### src/rtl/surface_patch_neighbor_update_unit_macros.svh
// assertion macros for the surface patch neighbor update unit
`ifndef SURFACE_PATCH_NEIGHBOR_UPDATE_UNIT_MACROS_SVH
`define SURFACE_PATCH_NEIGHBOR_UPDATE_UNIT_MACROS_SVH
// implication checked every clock outside reset
`define SPN_ASSERT_IMPL(label, clk, rst, ante, cons, msg) \
  label: assert property (@(posedge clk) disable iff (rst) (ante) |-> (cons)) \
    else $error(msg);
// property that holds at every clock outside reset
`define SPN_ASSERT_ALWAYS(label, clk, rst, expr, msg) \
  label: assert property (@(posedge clk) disable iff (rst) (expr)) else $error(msg);
`endif

### src/rtl/spnu_pkg.sv
// shared types and constants of the surface patch neighbor update unit
`default_nettype none
package spnu_pkg;
  localparam int PATCH_LEN = 10;
  localparam int NUM_DIRS = 4;
  localparam int ACC_W = 48;
  localparam int WADDR_W = 9;
  localparam int IMAGE_DIM = 1024;
  localparam int COORD_W = $clog2(IMAGE_DIM);

  typedef enum logic [1:0] {
    OP_WEIGHT = 2'd0,
    OP_CENTER = 2'd1,
    OP_NEIGHBOR = 2'd2,
    OP_NONE = 2'd3
  } opcode_t;

  localparam logic [1:0] MODE_THRESH = 2'd1;
  localparam logic [1:0] MODE_MASK = 2'd2;
  localparam logic CFG_MODE = 1'b0;
  localparam logic CFG_THRESH = 1'b1;

  // classified item passed from front to back
  typedef struct packed {
    logic               acc;
    logic               emit;
    logic [1:0]         dir;
    logic [3:0]         j;
    logic [31:0]        a;
    logic [COORD_W-1:0] px;
    logic [COORD_W-1:0] py;
  } work_t;
endpackage
`default_nettype wire

### src/rtl/spnu_front.sv
// front end: weight and center loads, substitution decision, work queue
`default_nettype none
`include "surface_patch_neighbor_update_unit_macros.svh"
module spnu_front (
  input  wire logic        clk,
  input  wire logic        rst,
  input  wire logic [1:0]  subst_mode,
  input  wire logic [30:0] break_threshold,
  input  wire logic        in_valid,
  output logic             in_ready,
  input  wire logic [1:0]  opcode,
  input  wire logic [1:0]  direction,
  input  wire logic [3:0]  weight_row,
  input  wire logic [3:0]  coef_index,
  input  wire logic [31:0] value,
  input  wire logic [7:0]  label,
  input  wire logic [spnu_pkg::COORD_W-1:0] pixel_x,
  input  wire logic [spnu_pkg::COORD_W-1:0] pixel_y,
  input  wire logic        last,
  output logic             w_we,
  output logic [spnu_pkg::WADDR_W-1:0] w_waddr,
  output logic [31:0]      w_wdata,
  output logic             q_valid,
  input  wire logic        q_ready,
  output spnu_pkg::work_t  q_item
);
  logic [31:0] center [spnu_pkg::PATCH_LEN];
  logic [7:0]  center_label;
  logic [3:0]  replace_flags;
  spnu_pkg::work_t qmem [2];
  logic [1:0] count;
  logic wp, rp;
  logic acc, rep, use_rep, push, pop, in_range;
  logic [32:0] diff, adiff;
  spnu_pkg::work_t w;
  spnu_pkg::opcode_t op;

  assign op = spnu_pkg::opcode_t'(opcode);
  assign in_range = coef_index < 4'(spnu_pkg::PATCH_LEN);
  // a weight load waits until the back end has no queued or running reads
  assign in_ready = count != 2'd2
                    && !(op == spnu_pkg::OP_WEIGHT && (count != 2'd0 || !q_ready));
  assign push = in_valid && in_ready;
  assign q_valid = count != 2'd0;
  assign q_item = qmem[rp];
  assign pop = q_valid && q_ready;

  assign diff = {center[0][31], center[0]} - {value[31], value};
  assign adiff = diff[32] ? -diff : diff;

  always_comb begin
    rep = 1'b0;
    if (subst_mode == spnu_pkg::MODE_THRESH) rep = adiff > {2'b00, break_threshold};
    else if (subst_mode == spnu_pkg::MODE_MASK) rep = label != center_label;
  end

  assign use_rep = (coef_index == 4'd0) ? rep : replace_flags[direction];
  assign acc = (op == spnu_pkg::OP_NEIGHBOR) && in_range;

  always_comb begin
    w.acc = acc;
    w.emit = (op == spnu_pkg::OP_NEIGHBOR) && last;
    w.dir = direction;
    w.j = coef_index;
    w.a = use_rep ? center[coef_index[3:0] < 4'(spnu_pkg::PATCH_LEN) ? coef_index : 4'd0]
                  : value;
    w.px = pixel_x;
    w.py = pixel_y;
  end

  assign w_we = push && op == spnu_pkg::OP_WEIGHT && in_range
                && weight_row < 4'(spnu_pkg::PATCH_LEN);
  assign w_waddr = spnu_pkg::WADDR_W'(({7'd0, direction} * 9'(spnu_pkg::PATCH_LEN)
                   + {5'd0, weight_row}) * 9'(spnu_pkg::PATCH_LEN) + {5'd0, coef_index});
  assign w_wdata = value;

  always_ff @(posedge clk) begin
    if (rst) begin
      count <= '0; wp <= 1'b0; rp <= 1'b0;
      center_label <= '0; replace_flags <= '0;
    end else begin
      if (push && op == spnu_pkg::OP_CENTER && in_range) begin
        center[coef_index] <= value;
        if (coef_index == 4'd0) center_label <= label;
      end
      if (push && acc && coef_index == 4'd0) replace_flags[direction] <= rep;
      if (push && (w.acc || w.emit)) begin
        qmem[wp] <= w; wp <= ~wp;
      end
      if (pop) rp <= ~rp;
      count <= count + 2'(push && (w.acc || w.emit)) - 2'(pop);
    end
  end

  `SPN_ASSERT_ALWAYS(a_count_max, clk, rst, count <= 2'd2, "queue overflow")
  `SPN_ASSERT_IMPL(a_empty_nopop, clk, rst, count == 2'd0, !pop, "pop from empty queue")
  `SPN_ASSERT_IMPL(a_wr_range, clk, rst, w_we, w_waddr < 9'd400, "weight address out of range")
endmodule
`default_nettype wire

### config.mk
export PLATFORM = sky130hd
export DESIGN_NAME = spnu_front
export DESIGN_NICKNAME = d
export VERILOG_FILES = /design/src/rtl/spnu_pkg.sv /design/src/rtl/spnu_front.sv
export VERILOG_INCLUDE_DIRS = /design/src /design/src/rtl
export SDC_FILE = /design/constraint.sdc
export NUM_CORES = 1
export LEC_CHECK = 0
export ABC_CLOCK_PERIOD_IN_PS = 9860
export BUFFER_PORTS_ARGS = -buffer_cell sky130_fd_sc_hd__buf_2
export CORE_MARGIN = 3
export CORE_UTILIZATION = 50
export CTS_CLUSTER_SIZE = 20
export DETAILED_ROUTE_END_ITERATION = 7
export PLACE_DENSITY = 0.69
export SLEW_MARGIN = 15
export SYNTH_ARGS = -nofsm -noshare
export SYNTH_HDL_FRONTEND = slang
export SYNTH_SLANG_ARGS = --single-unit
### constraint.sdc
create_clock -name clk -period 9.86 [get_ports clk]
set_input_delay 1.972 -clock clk [delete_from_list [all_inputs] [get_ports clk]]
set_output_delay 1.972 -clock clk [all_outputs]
set_load 0.01 [all_outputs]
==> impl_metrics.csv <==
group,metric,value,unit
outcome,status,"finished clean",
yosys,synth_cells,1736,
cells_and_area,nFillCells,3577,
yosys,yosysTopAreaCell,"edfxtp_1",
yosys,synth-seq-area-share,0.601,
yosys,yosys_register_bits,457,
drt,wl_per_cell,22.0,um
timing,slew_headroom,0.193,
min_path,hold_class,"reg -> reg",
clock_network,root_buffer,"clkbuf_16",
global_routing,grt_pass1_vias,14500,
timing,period_share,0.852,
clock_network,cts_sinks,457,
clock_network,htreeDepth,2,
floorplanning,die_width,218,um
clock_network,hold_buffers,0,
clock_network,cts_resized,0,
worst_setup_path,crit_fanout,32,
power_and_ir_drop,power.switching,1.15,mW
drt,wirelength,55.7,mm
floorplanning,coreArea,44400,sq um
timing,final.min_clock_period,8.40,ns
yosys,synth.most_common_cell,"edfxtp_1",
flow_run,max-cap-violations,0,
global_routing,use_met3,0.0341,
power_and_ir_drop,swShare,0.254,
timing,rsz0062_at_grt,"false",
global_routing,grt_antenna_before_repair,0,
power_and_ir_drop,p_leak,9.38,nW
clock_network,path_clk_slew,0.06,ns
power_and_ir_drop,clkPwrFrac,0.369,
cells_and_area,drive_gt1_frac,0.255,
floorplanning,ioPinCount,214,
floorplanning,die_h,218,um
cells_and_area,antenna_cells_inserted,0,
clock_network,cts_tree,"done",
floorplanning,die_area,47700,sq um
yosys,yosys-top-cells-area,"edfxtp_1 (59%), mux2_2 (4.6%), ha_1 (4.4%)",
clock_network,cts.path.max_buffers,3,
clock_network,numCtsBuffers,46,
yosys,ys.flop_type,"edfxtp_1",
floorplanning,initial_core_util,0.508,
drt,vias_per_cell,5.79,
worst_setup_path,required,10.23,ns
worst_setup_path,cp-end-kind,"flop",
placed_design,preCtsSetupSlack,1.03,ns
timing,skew,0.0180,ns
timing,worst_slew_pin_slew,1.21,ns
worst_setup_path,critPathLaunchType,"primary input",
power_and_ir_drop,power_frac_seq,0.480,
yosys,synth_top_area_frac,0.586,
clock_network,post-cts-setup-buffers,0,
global_routing,busiest_layer,"met2",
clock_network,clk_latency,0.58,ns
drt,antenna_left,0,
power_and_ir_drop,power_density,177,nW/um^2
global_routing,grtUsageMet1,0.333,
placed_design,dpl_cell_area,24000,sq um
drt,via_count,14700,
yosys,async_flop_share,0,
floorplanning,fp-row-count,77,
timing,whs,0.518,ns
worst_setup_path,criticalPathCategory,"in -> reg",
timing,final-hold-violation-count,0,
cells_and_area,finish.instance_area,25500,sq um
cells_and_area,syn2layout_area_growth,13.0,%
cells_and_area,layout.nets,2102,
yosys,yosys-top-cells-count,"edfxtp_1 (440), nand2_1 (152), o21ai_0 (134), a21oi_1 (123), nor2_1 (104)",
timing,finalSetupViolCount,0,
global_routing,grt_max_degree,78,
drt,drc,0,
global_routing,gr-usage-met2,0.360,
yosys,synthesis.area,22600,sq um
drt,drtIter0Drc,1294,
timing,drv_slew,0,
global_routing,gr-total-overflow,0,
timing,finalSetupTns,0,ns
power_and_ir_drop,power,4.52,mW
placed_design,portBuffers,213,
yosys,synth.net_count,1930,
global_routing,grt_pass1_wl,85.2,mm
placed_design,dp_hpwl,36.7,mm
yosys,synth_cell_types,72,
timing,max_clock_freq,119,MHz
worst_setup_path,worstPathArrival,8.77,ns
placed_design,gp_congestion,0.870,
power_and_ir_drop,combPwrFrac,0.151,
global_routing,grtUsageTotal,0.231,
power_and_ir_drop,intPower,3.37,mW
timing,finalWorstSetupSlack,1.46,ns
drt,dr.pass1.iters,5,
yosys,yosysWarnings,0,
yosys,syn_area_per_cell,13.0,sq um
power_and_ir_drop,peakVddDrop,0.109,mV
yosys,synth_edf_count,440,
## stage by stage
step            util  cells
4_1_cts        0.574   2538
6_report       0.574   2538
3_5_place_dp   0.541   2452
3_3_place_gp   0.541   2452
5_1_grt        0.574   2538
2_1_floorplan      -   1736
## cells by family (layout without fill, tap and decap cells)
| group | count (synthesis) | count (layout) | share of synthesized area |
|---|---|---|---|
| DFF | 457 | 457 | 0.601 |
| AOI/OAI and AO/OA | 428 | 428 | 0.126 |
| and+or+nand+nor | 375 | 375 | 0.0764 |
| buffers and inverters | 190 | 400 | 0.0388 |
| muxes | 135 | 135 | 0.0834 |
| adders and majority gates | 84 | 84 | 0.0479 |
| xor gates and xnor gates | 67 | 67 | 0.0263 |
## layout make-up
type | count | area (sq um) | share of cell area
Sequential cell | 457 | 13600 | 0.532
Clock inverter | 33 | 228 | 0.00894
Multi-Input combinational cell | 1089 | 8200 | 0.322
Timing Repair Buffer | 236 | 1240 | 0.0487
Tap cell | 592 | 741 | 0.0291
Clock buffer | 53 | 1220 | 0.0478
Inverter | 78 | 293 | 0.0115
## sequential cells by signal (all words and copies together) (netlist names), named ones only
name	cells
center_label	8
replace_flags	4
center	320
count	2
rp	1
wp	1
qmem	120
## critical path: stages
cell and delay, ns:
buf_2 0.18, ha_1 0.27, fa_1 0.41, nor2b_1 0.20
o31ai_2 0.11, a21oi_1 0.27, o21a_1 0.23, o211ai_1 0.16
a31oi_1 0.32, a41o_1 0.26, and2_1 0.60, a21oi_1 0.11
xor2_1 0.19, ha_1 0.31, a21o_1 0.19, a21o_1 0.17
a21oi_1 0.15, nor2_1 0.07, a2111oi_0 0.48, nor2_1 0.09
nor3_1 0.14, a21o_1 0.22, nand3_1 0.14, o2111ai_4 0.25
nand2_2 0.68, o221ai_1 0.55
## power groups by stage
stage	Clock [mW]	Combinational (mW)	Sequential [mW]
6_report	1.67	0.682	2.17
5_1_grt	1.77	0.750	2.17
4_1_cts	1.70	0.686	2.17
3_5_place_dp	0	0.682	2.21
3_3_place_gp	0	0.665	2.21
2_1_floorplan	0	0.463	2.20
## per-layer routing
| metal | vias up | routed length [um] |
|---|---|---|
| li1 | 6899 | - |
| met1 | 7231 | 24900 |
| met2 | 503 | 25700 |
| met3 | 71 | 3510 |
| met4 | 0 | 1670 |
| met5 | - | 0 |
## layout by cell type, fill, tap and decap left out, types with 32 or more instances in the layout
cell type	instances
xnor2_1	37
nand2_1	151
nor2_1	96
o21ai_0	134
mux4_2	33
inv_1	77
edfxtp_1	440
buf_2	212
o22ai_1	35
ha_1	80
clkbuf_16	47
a21o_1	32
a21oi_1	123
mux2_2	93
## worst paths after layout
check / to / slack [ns] / cells after the start / startpoint
setup / recovery: qmem[0][51] / 1.46 / 26 / value[0]
hold / removal: center_label[4] / 0.52 / 2 / center_label[4]
setup reg to reg: qmem[0][51] / 2.69 / 26 / center[0][0]
hold reg to reg: center_label[4] / 0.52 / 2 / center_label[4]
(Power assumes the default switching activity.)
