--- src/rtl/surface_patch_neighbor_update_unit_macros.svh ---
// assertion macros for the surface patch neighbor update unit
`ifndef SURFACE_PATCH_NEIGHBOR_UPDATE_UNIT_MACROS_SVH
`define SURFACE_PATCH_NEIGHBOR_UPDATE_UNIT_MACROS_SVH
// implication checked every clock outside reset
`define SPN_ASSERT_IMPL(label, clk, rst, ante, cons, msg) \
  label: assert property (@(posedge clk) disable iff (rst) (ante) |-> (cons)) \
    else $error(msg);
// property that holds at every clock outside reset
`define SPN_ASSERT_ALWAYS(label, clk, rst, expr, msg) \
  label: assert property (@(posedge clk) disable iff (rst) (expr)) else $error(msg);
`endif

--- src/rtl/spnu_pkg.sv ---
// shared types and constants of the surface patch neighbor update unit
`default_nettype none
package spnu_pkg;
  localparam int PATCH_LEN = 10;
  localparam int NUM_DIRS = 4;
  localparam int ACC_W = 48;
  localparam int WADDR_W = 9;
  localparam int IMAGE_DIM = 1024;
  localparam int COORD_W = $clog2(IMAGE_DIM);

  typedef enum logic [1:0] {
    OP_WEIGHT = 2'd0,
    OP_CENTER = 2'd1,
    OP_NEIGHBOR = 2'd2,
    OP_NONE = 2'd3
  } opcode_t;

  localparam logic [1:0] MODE_THRESH = 2'd1;
  localparam logic [1:0] MODE_MASK = 2'd2;
  localparam logic CFG_MODE = 1'b0;
  localparam logic CFG_THRESH = 1'b1;

  // classified item passed from front to back
  typedef struct packed {
    logic               acc;
    logic               emit;
    logic [1:0]         dir;
    logic [3:0]         j;
    logic [31:0]        a;
    logic [COORD_W-1:0] px;
    logic [COORD_W-1:0] py;
  } work_t;
endpackage
`default_nettype wire

--- src/rtl/spnu_back.sv ---
// back end: ten multiply-accumulate steps per in-range coefficient, ten results after an item with last set
`default_nettype none
`include "surface_patch_neighbor_update_unit_macros.svh"
module spnu_back (
  input  wire logic        clk,
  input  wire logic        rst,
  input  wire logic        q_valid,
  output logic             q_ready,
  input  spnu_pkg::work_t  q_item,
  output logic [spnu_pkg::WADDR_W-1:0] w_raddr,
  input  wire logic [31:0] w_rdata,
  output logic             out_valid,
  input  wire logic        out_ready,
  output logic [3:0]       out_index,
  output logic [31:0]      out_value,
  output logic [spnu_pkg::COORD_W-1:0] out_x,
  output logic [spnu_pkg::COORD_W-1:0] out_y,
  output logic             out_last
);
  typedef enum logic [1:0] {S_IDLE, S_MAC, S_EMIT} state_t;
  state_t state;
  spnu_pkg::work_t cur;
  logic [spnu_pkg::ACC_W-1:0] accs [spnu_pkg::PATCH_LEN];
  logic [3:0] ri, mi, ei;
  logic rd_v, pr_v;
  logic [3:0] pr_i;
  logic signed [63:0] prod;
  logic [63:0] rnd;
  logic [spnu_pkg::ACC_W-1:0] cur_acc;

  assign q_ready = state == S_IDLE;
  assign w_raddr = spnu_pkg::WADDR_W'(({7'd0, cur.dir} * 9'(spnu_pkg::PATCH_LEN)
                   + {5'd0, ri}) * 9'(spnu_pkg::PATCH_LEN) + {5'd0, cur.j});
  assign rnd = 64'(prod) + 64'd32768;
  assign cur_acc = accs[ei];

  always_ff @(posedge clk) begin
    if (rst) begin
      state <= S_IDLE; rd_v <= 1'b0; pr_v <= 1'b0; out_valid <= 1'b0;
      for (int k = 0; k < spnu_pkg::PATCH_LEN; k++) accs[k] <= '0;
    end else begin
      // pipeline: address, ram read, multiply, accumulate
      rd_v <= 1'b0; pr_v <= rd_v;
      if (rd_v) begin
        prod <= $signed(w_rdata) * $signed(cur.a);
        pr_i <= mi;
      end
      if (pr_v) accs[pr_i] <= accs[pr_i] - rnd[16 +: spnu_pkg::ACC_W];
      unique case (state)
        S_IDLE: if (q_valid) begin
          cur <= q_item; ri <= '0;
          state <= q_item.acc ? S_MAC : S_EMIT;
          ei <= '0;
        end
        S_MAC: begin
          if (ri < 4'(spnu_pkg::PATCH_LEN)) begin
            rd_v <= 1'b1; mi <= ri; ri <= ri + 4'd1;
          end else if (!rd_v && !pr_v) begin
            state <= cur.emit ? S_EMIT : S_IDLE;
          end
        end
        S_EMIT: begin
          if (!out_valid || out_ready) begin
            if (ei == 4'(spnu_pkg::PATCH_LEN)) begin
              if (out_ready || !out_valid) begin
                out_valid <= 1'b0; state <= S_IDLE;
              end
            end else begin
              out_valid <= 1'b1;
              out_index <= ei;
              if (!cur_acc[47] && |cur_acc[46:31]) out_value <= 32'h7FFFFFFF;
              else if (cur_acc[47] && !(&cur_acc[46:31])) out_value <= 32'h80000000;
              else out_value <= cur_acc[31:0];
              out_x <= cur.px; out_y <= cur.py;
              out_last <= ei == 4'(spnu_pkg::PATCH_LEN - 1);
              accs[ei] <= '0;
              ei <= ei + 4'd1;
            end
          end
        end
        default: state <= S_IDLE;
      endcase
    end
  end

  `SPN_ASSERT_IMPL(a_no_emit_mac, clk, rst, state == S_MAC, !out_valid, "result during mac")
  `SPN_ASSERT_IMPL(a_last_idx, clk, rst, out_valid && out_last, out_index == 4'd9,
                   "last on wrong index")
  `SPN_ASSERT_IMPL(a_pipe_in_mac, clk, rst, rd_v, state == S_MAC, "read outside mac")
endmodule
`default_nettype wire

--- config.mk ---
export PLATFORM = sky130hd
export DESIGN_NAME = spnu_back
export DESIGN_NICKNAME = d
export VERILOG_FILES = /design/src/rtl/spnu_pkg.sv /design/src/rtl/spnu_back.sv
export VERILOG_INCLUDE_DIRS = /design/src /design/src/rtl
export SDC_FILE = /design/constraint.sdc
export NUM_CORES = 2
export LEC_CHECK = 0
export BUFFER_PORTS_ARGS = -buffer_cell sky130_fd_sc_hd__buf_2
export CAP_MARGIN = 25
export CORE_MARGIN = 3
export CORE_UTILIZATION = 55
export CTS_CLUSTER_SIZE = 16
export DETAILED_ROUTE_END_ITERATION = 12
export GPL_TIMING_DRIVEN = 0
export PLACE_DENSITY = 0.72
export SYNTH_ARGS = -nofsm -noshare
export SYNTH_HDL_FRONTEND = slang
export SYNTH_SLANG_ARGS = --single-unit
--- constraint.sdc ---
create_clock -name clk -period 23.2 [get_ports clk]
set_input_delay 4.64 -clock clk [delete_from_list [all_inputs] [get_ports clk]]
set_output_delay 4.64 -clock clk [all_outputs]
set_load 0.005 [all_outputs]
==> run_results.csv <==
group,metric,value,unit
worst_hold_path,holdPathStages,0,
floorplan,io_pins,164,
drt,viasPerCell,6.510,
outcome,status,"finished, final reports clean",
drt,post_drt_wl_per_cell,29.98,um
critical_path,path_common_cell,"fa_1",
critical_path,reg2reg_from,"cur[25]",
yosys,synth_flop_cell,"dfxtp_1",
floorplan,core-area,0.1508,mm^2
critical_path,path_buf_inv,7,
drt,ant_nets,0,
worst_hold_path,holdPathEnd,"out_x[3]",
yosys,post-synth-top-area-cell,"fa_1",
sta,skew,0.06668,ns
global_routing,grt_pass1_vias,71470,
clock_network,cts.clk_slew.worst_paths,0.06,ns
sta,tns,0,ns
sta,min_period,13.55,ns
critical_path,path_delay_family,"adder cells",
drt,post-route-drc-count,0,
clock_network,cts_sinks,962,
floorplan,row_count,142,
critical_path,critPathKind,"in -> reg",
placed_design,gp_congestion,1.113,
placed_design,post-dp-hpwl,252200,um
yosys,yosysTopAreaCellShare,0.2582,
drt,met2_length,137600,um
sta,slew_headroom,0.1246,
clock_network,post_cts_resize_count,0,
sta,rsz0062_at_grt,"false",
yosys,yosys_warnings,0,
final_layout,layout_common_cells,"1,204 x nand2_1, 1,085 x fa_1, 1,009 x inv_1",
sta,hold_viol_final,0,
worst_hold_path,hp-class,"reg -> reg",
critical_path,cpPeakStageDelay,1.14,ns
clock_network,cts_hold_buffers,0,
critical_path,worstRegToRegCells,25,
yosys,async_flop_share,0,
critical_path,required,23.72,ns
drt,wl_met3,51870,um
clock_network,insertion_delay,0.80,ns
run,cap_violations,0,
floorplan,start_util,0.5576,
clock_network,cts_tree,"yes",
yosys,synth_fp_nets,9753,
sta,drv_slew,0,
sta,worstMarginPinSlew,1.313,ns
worst_hold_path,min_from,"cur[13]",
clock_network,max-clock-path-buffers,3,
floorplan,die_h,397.1,um
sta,fin_crit_sh,0.5842,
floorplan,die_w,397.1,um
clock_network,cts_inserted_buffers,103,
yosys,ys_ff_latch,962,
drt,met1_length,105900,um
drt,dr.pass1.iters,9,
drt,drtIter0Drc,10090,
final_layout,layout_commonest_cell,"nand2_1",
yosys,netlist_area,0.08411,mm^2
global_routing,grt_pass1_wl,467800,um
drt,top_layer,"met5",
placed_design,io_buffers,163,
critical_path,crit_fanout,13,
drt,drt_wl_total,323900,um
critical_path,critical_path_arrival,14.07,ns
critical_path,r2r_end,"prod[63]",
global_routing,grt_max_degree,67,
final_layout,finalNetCount,10110,
clock_network,cts_root_buffer,"clkbuf_16",
sta,setup_viol,0,
global_routing,grtUsageTotal,0.4093,
yosys,syn-instance-count,8325,
sta,max_freq,73.79,MHz
floorplan,dieArea,0.1577,mm^2
yosys,synth.yosys.seq_area_share,0.2505,
global_routing,antenna_found_initial,25,
critical_path,cp_slowest_cell,"fa_1",
critical_path,worst_setup_path_end_kind,"flop",
final_layout,drive_above_1_share,0.1130,
critical_path,critPathLaunchType,"input pin",
critical_path,reg2reg_setup_slack,13.10,ns
yosys,synth_enable_flop_cells,181,
yosys,synthTopCellsByArea,"fa_1 26%, dfxtp_1 19%, mux4_2 13%, edfxtp_1 6.5%, nand2_1 5.4%",
drt,num_vias,70340,
yosys,avgSynthCellArea,10.10,um^2
clock_network,htree_num_levels,3,
global_routing,overflow,0,
yosys,synthDistinctLibCells,86,
final_layout,synthToLayoutAreaGrowth,9.809,%
clock_network,post_cts_buffers,0,
-- logic make-up (layout without fill, tap and decap cells) --
logic type | after synthesis | after routing | synth area share
other | 0 | 22 | 0
buffers and inverters | 1633 | 2076 | 0.07356
DFF | 962 | 962 | 0.2505
adders and majority gates | 1332 | 1332 | 0.2950
and+or+nand+nor | 2702 | 2702 | 0.1552
muxes | 490 | 490 | 0.1299
xor gates and xnor gates | 168 | 168 | 0.01776
AOI/OAI and AO/OA | 1038 | 1038 | 0.07817
-- worst register-to-register path, cell delays in order, from the launching register on --
cell      delay, ns
edfxtp_1       0.59
clkbuf_1       0.68
nand2_1        0.37
inv_1          0.17
fa_1           0.45
inv_1          0.20
fa_1           0.45
inv_1          0.21
fa_1           0.50
fa_1           1.14
inv_1          0.37
fa_1           0.58
inv_1          0.06
fa_1           0.55
fa_1           0.47
fa_1           0.48
ha_1           0.39
and3_1         0.22
nand2_1        0.08
or4_1          0.49
o311ai_2       0.35
a41oi_2        0.26
o31ai_1        0.37
and2_4         0.22
o41ai_2        0.07
xnor2_1        0.13
-- cell usage after synthesis (all sizes together) (4+ instances only) --
| cell | number |
|---|---|
| nand2 | 1204 |
| fa | 1085 |
| inv | 1009 |
| dfxtp | 781 |
| a21oi | 567 |
| and2 | 538 |
| clkbuf | 518 |
| mux4 | 480 |
| nor2 | 410 |
| ha | 247 |
| nor3b | 209 |
| a22o | 189 |
| edfxtp | 181 |
| buf | 105 |
| xnor2 | 98 |
| nand3 | 92 |
| o21ai | 92 |
| xor2 | 70 |
| a21o | 69 |
| and3 | 48 |
| nor3 | 45 |
| nor2b | 43 |
| nand3b | 29 |
| nand2b | 27 |
| nand4 | 26 |
| a31oi | 13 |
| o21bai | 13 |
| a32o | 10 |
| mux2 | 10 |
| nor4 | 10 |
| a211oi | 9 |
| a22oi | 9 |
| a31o | 8 |
| o21a | 8 |
| or3 | 8 |
| o31ai | 7 |
| o211ai | 6 |
| a2111oi | 4 |
| a211o | 4 |
| a21boi | 4 |
| a311oi | 4 |
| a41oi | 4 |
| and4 | 4 |
-- worst max-delay path by stage --
stage                     start  endpoint  slack [ns]  cells after the start
finish              w_rdata[31]  prod[63]        9.65                     26
global route        w_rdata[31]  prod[63]        9.33                     26
CTS                 w_rdata[31]  prod[63]        9.82                     26
detailed placement  w_rdata[31]  prod[63]        9.01                     26
global placement            rst   cur[37]        3.65                      5
floorplan           w_rdata[31]  prod[62]       10.75                     25
-- registers in the layout (all words and copies together) (netlist names), named ones only --
| register | count |
|---|---|
| out_x | 10 |
| out_index | 4 |
| out_valid | 1 |
| mi | 4 |
| cur | 59 |
| accs | 768 |
| pr_i | 4 |
| out_last | 1 |
| pr_v | 1 |
| out_y | 10 |
| ri | 4 |
| out_value | 32 |
| rd_v | 1 |
| ei | 4 |
| prod | 49 |
| state | 2 |
-- per-stage QoR --
stage	hold WS [ns]	area (um^2)	worst slack (ns)	instances	utilization
after floorplan	0.4003	84110	10.75	8325	-
after global placement	0.4002	87450	3.652	10500	0.5797
after detailed placement	0.4045	88480	9.014	10570	0.5866
after CTS	0.4187	92070	9.823	10770	0.6104
after global routing	0.4247	92310	9.330	10790	0.6120
final	0.4177	92360	9.647	10810	0.6123
-- layout make-up --
class / instances / area, um^2
Antenna cell: 22 / 55.05
Buffer: 623 / 2412
Clock buffer: 157 / 3107
Clock inverter: 37 / 480.5
Fill cell: 12340 / 58480
Inverter: 1010 / 3791
Multi-Input combinational cell: 5730 / 56860
Sequential cell: 962 / 21070
Tap cell: 2016 / 2522
Timing Repair Buffer: 249 / 2058
-- metal layers --
metal  vias to the layer above  GRT usage
li1                      28100          -
met1                     34780     0.4745
met2                      5795     0.6082
met3                      1650     0.1859
met4                        20     0.2774
met5                         -          0
Power is left out: the tool's default activity adds up to more than one toggle a clock period on the data nets, which glitch-free logic cannot reach.
